File: config.mk
export PLATFORM = sky130hd
export DESIGN_NAME = xacs_front
export DESIGN_NICKNAME = d
export VERILOG_FILES = /design/src/design/xacs_pkg.sv /design/src/design/xacs_front.sv
export SDC_FILE = /design/constraint.sdc
export NUM_CORES = 2
export LEC_CHECK = 0
export ABC_AREA = 1
export BUFFER_PORTS_ARGS = -buffer_cell sky130_fd_sc_hd__buf_2
export CORE_UTILIZATION = 40
export DETAILED_ROUTE_END_ITERATION = 6
export GPL_TIMING_DRIVEN = 0
export PLACE_DENSITY = 0.54
export REMOVE_ABC_BUFFERS = 1
export SYNTH_ARGS = -nofsm -noshare
export SYNTH_HDL_FRONTEND = slang
export SYNTH_SLANG_ARGS = --single-unit
File: constraint.sdc
create_clock -name clk -period 9.2 [get_ports clk]
set_input_delay 1.84 -clock clk [delete_from_list [all_inputs] [get_ports clk]]
set_output_delay 1.84 -clock clk [all_outputs]
set_load 0.005 [all_outputs]
File: src/design/xacs_pkg.sv
// ----------------------------------------------------------------------------
// xacs_pkg
// Shared widths, segment bounds and fit coefficient tables for the X-ray
// photoelectric absorption cross section pipeline.
// ----------------------------------------------------------------------------
package xacs_pkg;

	localparam int EW               = 14;  // energy in eV
	localparam int OUT_W            = 40;  // cross section result / quotient bits
	localparam int SEGW             = 4;
	localparam int SEGMENT_COUNT    = 14;
	localparam int RESULT_FRAC_BITS_DEF = 18;

	localparam int NW  = 48;  // clamped numerator, unsigned
	localparam int DW  = 47;  // denominator 100*e^3
	localparam int K0W = 48;
	localparam int K1W = 37;
	localparam int K2W = 29;
	localparam int PW  = 46;  // kept width of the signed products

	localparam int FRONT_STAGES = 4;

	localparam logic [EW-1:0] E_MIN_EV = 14'd30;
	localparam logic [EW-1:0] E_MAX_EV = 14'd10000;

	// lower bound of each segment, eV
	localparam logic [EW-1:0] SEG_LO [SEGMENT_COUNT] = '{
		14'd30,   14'd100,  14'd284,  14'd400,  14'd532,  14'd707,  14'd867,
		14'd1303, 14'd1840, 14'd2471, 14'd3210, 14'd4038, 14'd7111, 14'd8331
	};

	// c0*100*1e9
	localparam logic signed [K0W-1:0] K0_TAB [SEGMENT_COUNT] = '{
		48'sd1730000000000,  48'sd3460000000000,  48'sd7810000000000,
		48'sd7140000000000,  48'sd9550000000000,  48'sd30890000000000,
		48'sd12060000000000, 48'sd14130000000000, 48'sd20270000000000,
		48'sd34270000000000, 48'sd35220000000000, 48'sd43390000000000,
		48'sd62900000000000, 48'sd70120000000000
	};

	// c1*100*1e6
	localparam logic signed [K1W-1:0] K1_TAB [SEGMENT_COUNT] = '{
		37'sd60810000000,  37'sd26790000000,  37'sd1880000000,
		37'sd6680000000,   37'sd14580000000,  -37'sd38060000000,
		37'sd16930000000,  37'sd14680000000,  37'sd10470000000,
		37'sd1870000000,   37'sd1870000000,   -37'sd240000000,
		37'sd3090000000,   37'sd2520000000
	};

	// c2*100*1e3
	localparam logic signed [K2W-1:0] K2_TAB [SEGMENT_COUNT] = '{
		-29'sd215000000, -29'sd47610000, 29'sd430000,    -29'sd5140000,
		-29'sd6110000,   29'sd29400000,  -29'sd4770000,  -29'sd3150000,
		-29'sd1700000,   29'sd0,         29'sd0,         29'sd75000,
		29'sd0,          29'sd0
	};

	typedef struct packed {
		logic            oor;
		logic            sat;
		logic [SEGW-1:0] seg;
	} xacs_tag_t;

endpackage

File: src/design/xacs_front.sv
// ----------------------------------------------------------------------------
// xacs_front
// Four-stage front end: segment search, coefficient lookup and products,
// numerator sum with clamp, and the 100*e^3 denominator.
// ----------------------------------------------------------------------------
module xacs_front
	import xacs_pkg::*;
(
	input  logic            clk,
	input  logic            arst_n,
	input  logic            valid_in,
	input  logic [EW-1:0]   energy_in,
	output logic            valid_out,
	output logic [NW-1:0]   n_out,
	output logic [DW-1:0]   d_out,
	output xacs_tag_t       tag_out
);

	// stage 1: range check and segment search
	logic                  valid_s1;
	logic [EW-1:0]         e_s1;
	xacs_tag_t             tag_s1;
	xacs_tag_t             tag_d1;

	always_comb begin
		tag_d1     = '0;
		tag_d1.oor = (energy_in < E_MIN_EV) || (energy_in > E_MAX_EV);
		for (int i = 0; i < SEGMENT_COUNT; i++) begin
			if (energy_in >= SEG_LO[i]) begin
				tag_d1.seg = SEGW'(i);
			end
		end
		// top edge falls into the last segment by the search above
		if (tag_d1.oor) begin
			tag_d1.seg = '0;
		end
	end

	// stage 2: table read, e^2 and k1*e
	logic                   valid_s2;
	logic [EW-1:0]          e_s2;
	xacs_tag_t              tag_s2;
	logic [2*EW-1:0]        e2_s2;
	logic signed [PW-1:0]   p1_s2;
	logic signed [K0W-1:0]  k0_s2;
	logic signed [K2W-1:0]  k2_s2;
	logic signed [K1W+EW:0] p1_full;
	logic signed [K1W-1:0]  k1_rd;

	assign k1_rd   = K1_TAB[tag_s1.seg];
	assign p1_full = k1_rd * $signed({1'b0, e_s1});

	// stage 3: k2*e^2, e^3, k0 + k1*e
	logic                    valid_s3;
	xacs_tag_t               tag_s3;
	logic [OUT_W-1:0]        e3_s3;
	logic signed [K0W-1:0]   a_s3;
	logic signed [PW-1:0]    p2_s3;
	logic signed [2*K2W-1:0] p2_full;
	logic [3*EW-1:0]         e3_full;
	logic signed [K0W-1:0]   a_next;

	assign p2_full = k2_s2 * $signed({1'b0, e2_s2});
	assign e3_full = e2_s2 * e_s2;
	assign a_next  = k0_s2 + $signed({{(K0W-PW){p1_s2[PW-1]}}, p1_s2});

	// stage 4: numerator, clamp, denominator
	logic                valid_s4;
	xacs_tag_t           tag_s4;
	logic [NW-1:0]       n_s4;
	logic [DW-1:0]       d_s4;
	logic signed [NW:0]  n_sum;
	logic                n_pos;

	assign n_sum = $signed({a_s3[K0W-1], a_s3})
	             + $signed({{(NW+1-PW){p2_s3[PW-1]}}, p2_s3});
	assign n_pos = !n_sum[NW] && (n_sum != '0) && !tag_s3.oor;

	always_ff @(posedge clk or negedge arst_n) begin
		if (!arst_n) begin
			valid_s1 <= 1'b0;
			valid_s2 <= 1'b0;
			valid_s3 <= 1'b0;
			valid_s4 <= 1'b0;
		end else begin
			valid_s1 <= valid_in;
			valid_s2 <= valid_s1;
			valid_s3 <= valid_s2;
			valid_s4 <= valid_s3;
		end
	end

	always_ff @(posedge clk) begin
		e_s1   <= energy_in;
		tag_s1 <= tag_d1;

		e_s2   <= e_s1;
		tag_s2 <= tag_s1;
		e2_s2  <= e_s1 * e_s1;
		p1_s2  <= $signed(p1_full[PW-1:0]);
		k0_s2  <= K0_TAB[tag_s1.seg];
		k2_s2  <= K2_TAB[tag_s1.seg];

		tag_s3 <= tag_s2;
		e3_s3  <= e3_full[OUT_W-1:0];
		a_s3   <= a_next;
		p2_s3  <= $signed(p2_full[PW-1:0]);

		tag_s4 <= tag_s3;
		n_s4   <= n_pos ? n_sum[NW-1:0] : '0;
		d_s4   <= DW'(e3_s3) * DW'(100);
	end

	assign valid_out = valid_s4;
	assign n_out     = n_s4;
	assign d_out     = d_s4;
	assign tag_out   = tag_s4;

endmodule

==> impl_metrics.yaml <==
setup_path:
  end_kind: "register"
  cp.required_ns: 9.79
  cp.arrival_ns: 9.29
  crit_path_start_kind: "register"
  cp_max_fo: 23
  criticalPathCategory: "reg -> reg"
clocking:
  cts_tree: "done"
  cts.sinks: 392
  cts_hold_buffers: 0
  cts-root-buf: "clkbuf_16"
  cts_buffers: 51
  cts.clk_slew.worst_paths_ns: 0.06
  ctsHtreeMaxLevel: 2
  cts_buffer_depth: 3
  clk_latency_ns: 0.72
synthesis:
  synth_cells: 9448
  synth_edf_count: 0
  synth_cell_type_count: 55
  synth-warning-count: 0
  synth_ff_type: "dfxtp_1"
  ys_ff_latch: 392
  synthArstFlopShare_pct: 1.02
  synth_area_um2: 73800
  synth_xor_area_share_pct: 3.38
  synthAdderAreaFrac_pct: 49.1
  synth_top_family_by_area: "adder cells"
  yosysSeqAreaShare_pct: 10.7
  synth.avg_cell_area_um2: 7.81
  synth_simple_gate_area_share_pct: 16.2
  synth.mux.area_fraction_pct: 0
  synth_compound_area_share_pct: 4.93
finish:
  final_nets: 11400
  final_cell_mix: "inv_1 (2763), nand2_1 (2112), fa_1 (1398)"
  drive_above_1_share_pct: 4.20
  area_growth_pct: 6.82
  final_common_cell: "inv_1"
  num-fill-cells: 18800
  stdcell_area_um2: 78800
global_routing:
  grt_max_degree: 66
  grt_overflow_total: 0
  antenna_found_initial: 8
  grt_use_total_pct: 24.1
  grt_pass1_vias: 61300
  grt_first_pass_wirelength_mm: 348
floorplanning:
  core.rowCount: 157
  dieArea_um2: 186000
  start_util_pct: 40.3
  die_h_um: 431
  core_area_um2: 183000
  num_io_pins: 119
  die_w_um: 431
detailed_routing:
  ant_nets: 0
  drt_pass1_iterations: 7
  drtIter0Drc: 3631
  wl_mm: 218
  wl_per_cell_um: 18.3
  viasPerCell: 4.85
  routed-via-count: 57500
  drcViolationCount: 0
place:
  dpl_worst_slack_ns: -0.0730
  dpl.hpwl_mm: 177
  globalplace.congestion: 0.914
  port_buffers: 112
  placed_cell_area_um2: 77000
run_status:
  outcome: "finished, violations left"
  violations: "capacitance limit, slew limit"
sta:
  hold_viol: 0
  skew_ns: 0.0691
  relSlewSlack_pct: -1.16
  slew_viol_final: 28
  worst_pin_slew_ns: 1.52
  period_share_pct: 94.6
  worst_slack_ns: 0.499
  rsz0062_at_grt: "no"
  fin_crit_ns: 8.70
  finalSetupViolations: 0
  max_freq_ghz: 0.115
job:
  drv_cap: 1
worst_hold_path:
  hold_class: "reg -> reg"
==> flip-flops by register name, summed over array words and instances (netlist names), 5 cells and up <==
| signal | flops |
|---|---|
| tag_s3 | 5 |
| n_out | 45 |
| e2_s2 | 27 |
| a_s3 | 41 |
| k0_s2 | 36 |
| p2_s3 | 43 |
| p1_s2 | 39 |
| e_s2 | 13 |
| d_out | 45 |
| tag_s2 | 5 |
| k2_s2 | 25 |
| e_s1 | 14 |
| tag_out | 5 |
| tag_s1 | 5 |
| e3_s3 | 40 |
==> area by class of cell <==
type	instances	area [um2]	share of cell area [%]
Sequential cell	392	7960	10.1
Clock buffer	61	1390	1.77
Inverter	2779	10400	13.2
Tap cell	2464	3080	3.91
Antenna cell	3	7.51	0.00953
Timing Repair Buffer	145	1240	1.57
Multi-Input combinational cell	5980	54300	68.9
Clock inverter	34	378	0.480
==> critical path: stages (launching register included) <==
cell	delay, ns
dfxtp_2	0.75
inv_1	0.51
nand2_1	0.29
nand2_1	0.10
o21ai_1	0.86
clkinv_1	0.64
nand2_1	0.22
fa_1	0.46
fa_1	0.52
inv_1	0.06
fa_1	0.56
fa_1	0.43
fa_1	0.52
inv_1	0.06
fa_1	0.48
inv_1	0.04
ha_1	0.43
nand2_1	0.14
nor4_1	0.39
nand3_1	0.12
nand3_1	0.18
a31oi_1	0.16
o21ai_0	0.34
nand2_1	0.09
nand2_1	0.09
xor2_1	0.15
==> per-stage QoR <==
step | cells | hold WS (ns) | util [%] | setup TNS, ns
6_report | 11900 | 0.326 | 43.0 | 0
5_1_grt | 11900 | 0.331 | 43.0 | 0
4_1_cts | 11900 | 0.326 | 43.0 | 0
3_5_place_dp | 11800 | 0.312 | 42.1 | -0.198
3_3_place_gp | 11700 | 0.314 | 41.6 | -6.58
2_1_floorplan | 9151 | 0.310 | - | 0
==> what timing repair did <==
action                                 CTS  global route
gates resized for setup                  2             5
endpoints found under the hold margin    0             0
setup endpoints to repair                4             7
setup buffers                            0             0
pin swaps                                0             0
==> path summary, 6_finish.rpt <==
kind | end | from | slack (ns) | depth (start not counted)
worst max-delay path | p1_s2[39] | tag_s1[2] | 0.50 | 25
worst min-delay path | tag_s2[5] | tag_s1[5] | 0.33 | 0
worst max register to register | p1_s2[39] | tag_s1[2] | 0.50 | 25
worst min register to register | tag_s2[5] | tag_s1[5] | 0.33 | 0
max in group asynchronous | valid_out | arst_n | 8.17 | 1
min in group asynchronous | valid_s1 | arst_n | 0.92 | 1
==> synth_stat cells (11+ instances only) <==
cell type	instances	area, um2
a21o_1	15	113
a21oi_1	321	1610
a31oi_1	42	263
buf_1	35	131
clkbuf_1	254	953
clkinv_1	12	45.0
dfxtp_1	388	7770
fa_1	1398	28000
ha_1	657	8220
inv_1	2764	10400
nand2_1	2112	7930
nand2_2	11	68.8
nand3_1	125	626
nand4_1	40	250
nor2_1	557	2090
nor2_2	12	75.1
nor3_1	46	230
nor3_2	42	420
nor4_1	15	93.8
o211ai_1	21	158
o21a_1	12	90.1
o21ai_0	174	871
o21bai_1	12	90.1
xnor2_1	104	911
xor2_1	181	1590
==> logic make-up (layout without fill, tap and decap cells) <==
kind of cell | after synthesis | count (layout)
AO/OA/AOI/OAI | 653 | 653
other | 1 | 9
adder cells (fa/ha/maj) | 2055 | 2055
buffers and inverters | 3081 | 3019
XOR/XNOR | 285 | 285
flip-flops | 392 | 392
AND/OR/NAND/NOR | 2981 | 2981
==> metal layers <==
layer / vias to the layer above / track usage, % / wire, um / part of all wire [%]
met5: - / 0 / 0 / 0
met4: 0 / 7.06 / 7330 / 3.4
met3: 284 / 2.93 / 12900 / 5.9
met2: 1628 / 40.0 / 101000 / 46
met1: 28600 / 32.8 / 96500 / 44
li1: 27000 / - / - / -
Power is left out: the tool's default activity adds up to more than one toggle a clock period on the data nets, which glitch-free logic cannot reach.
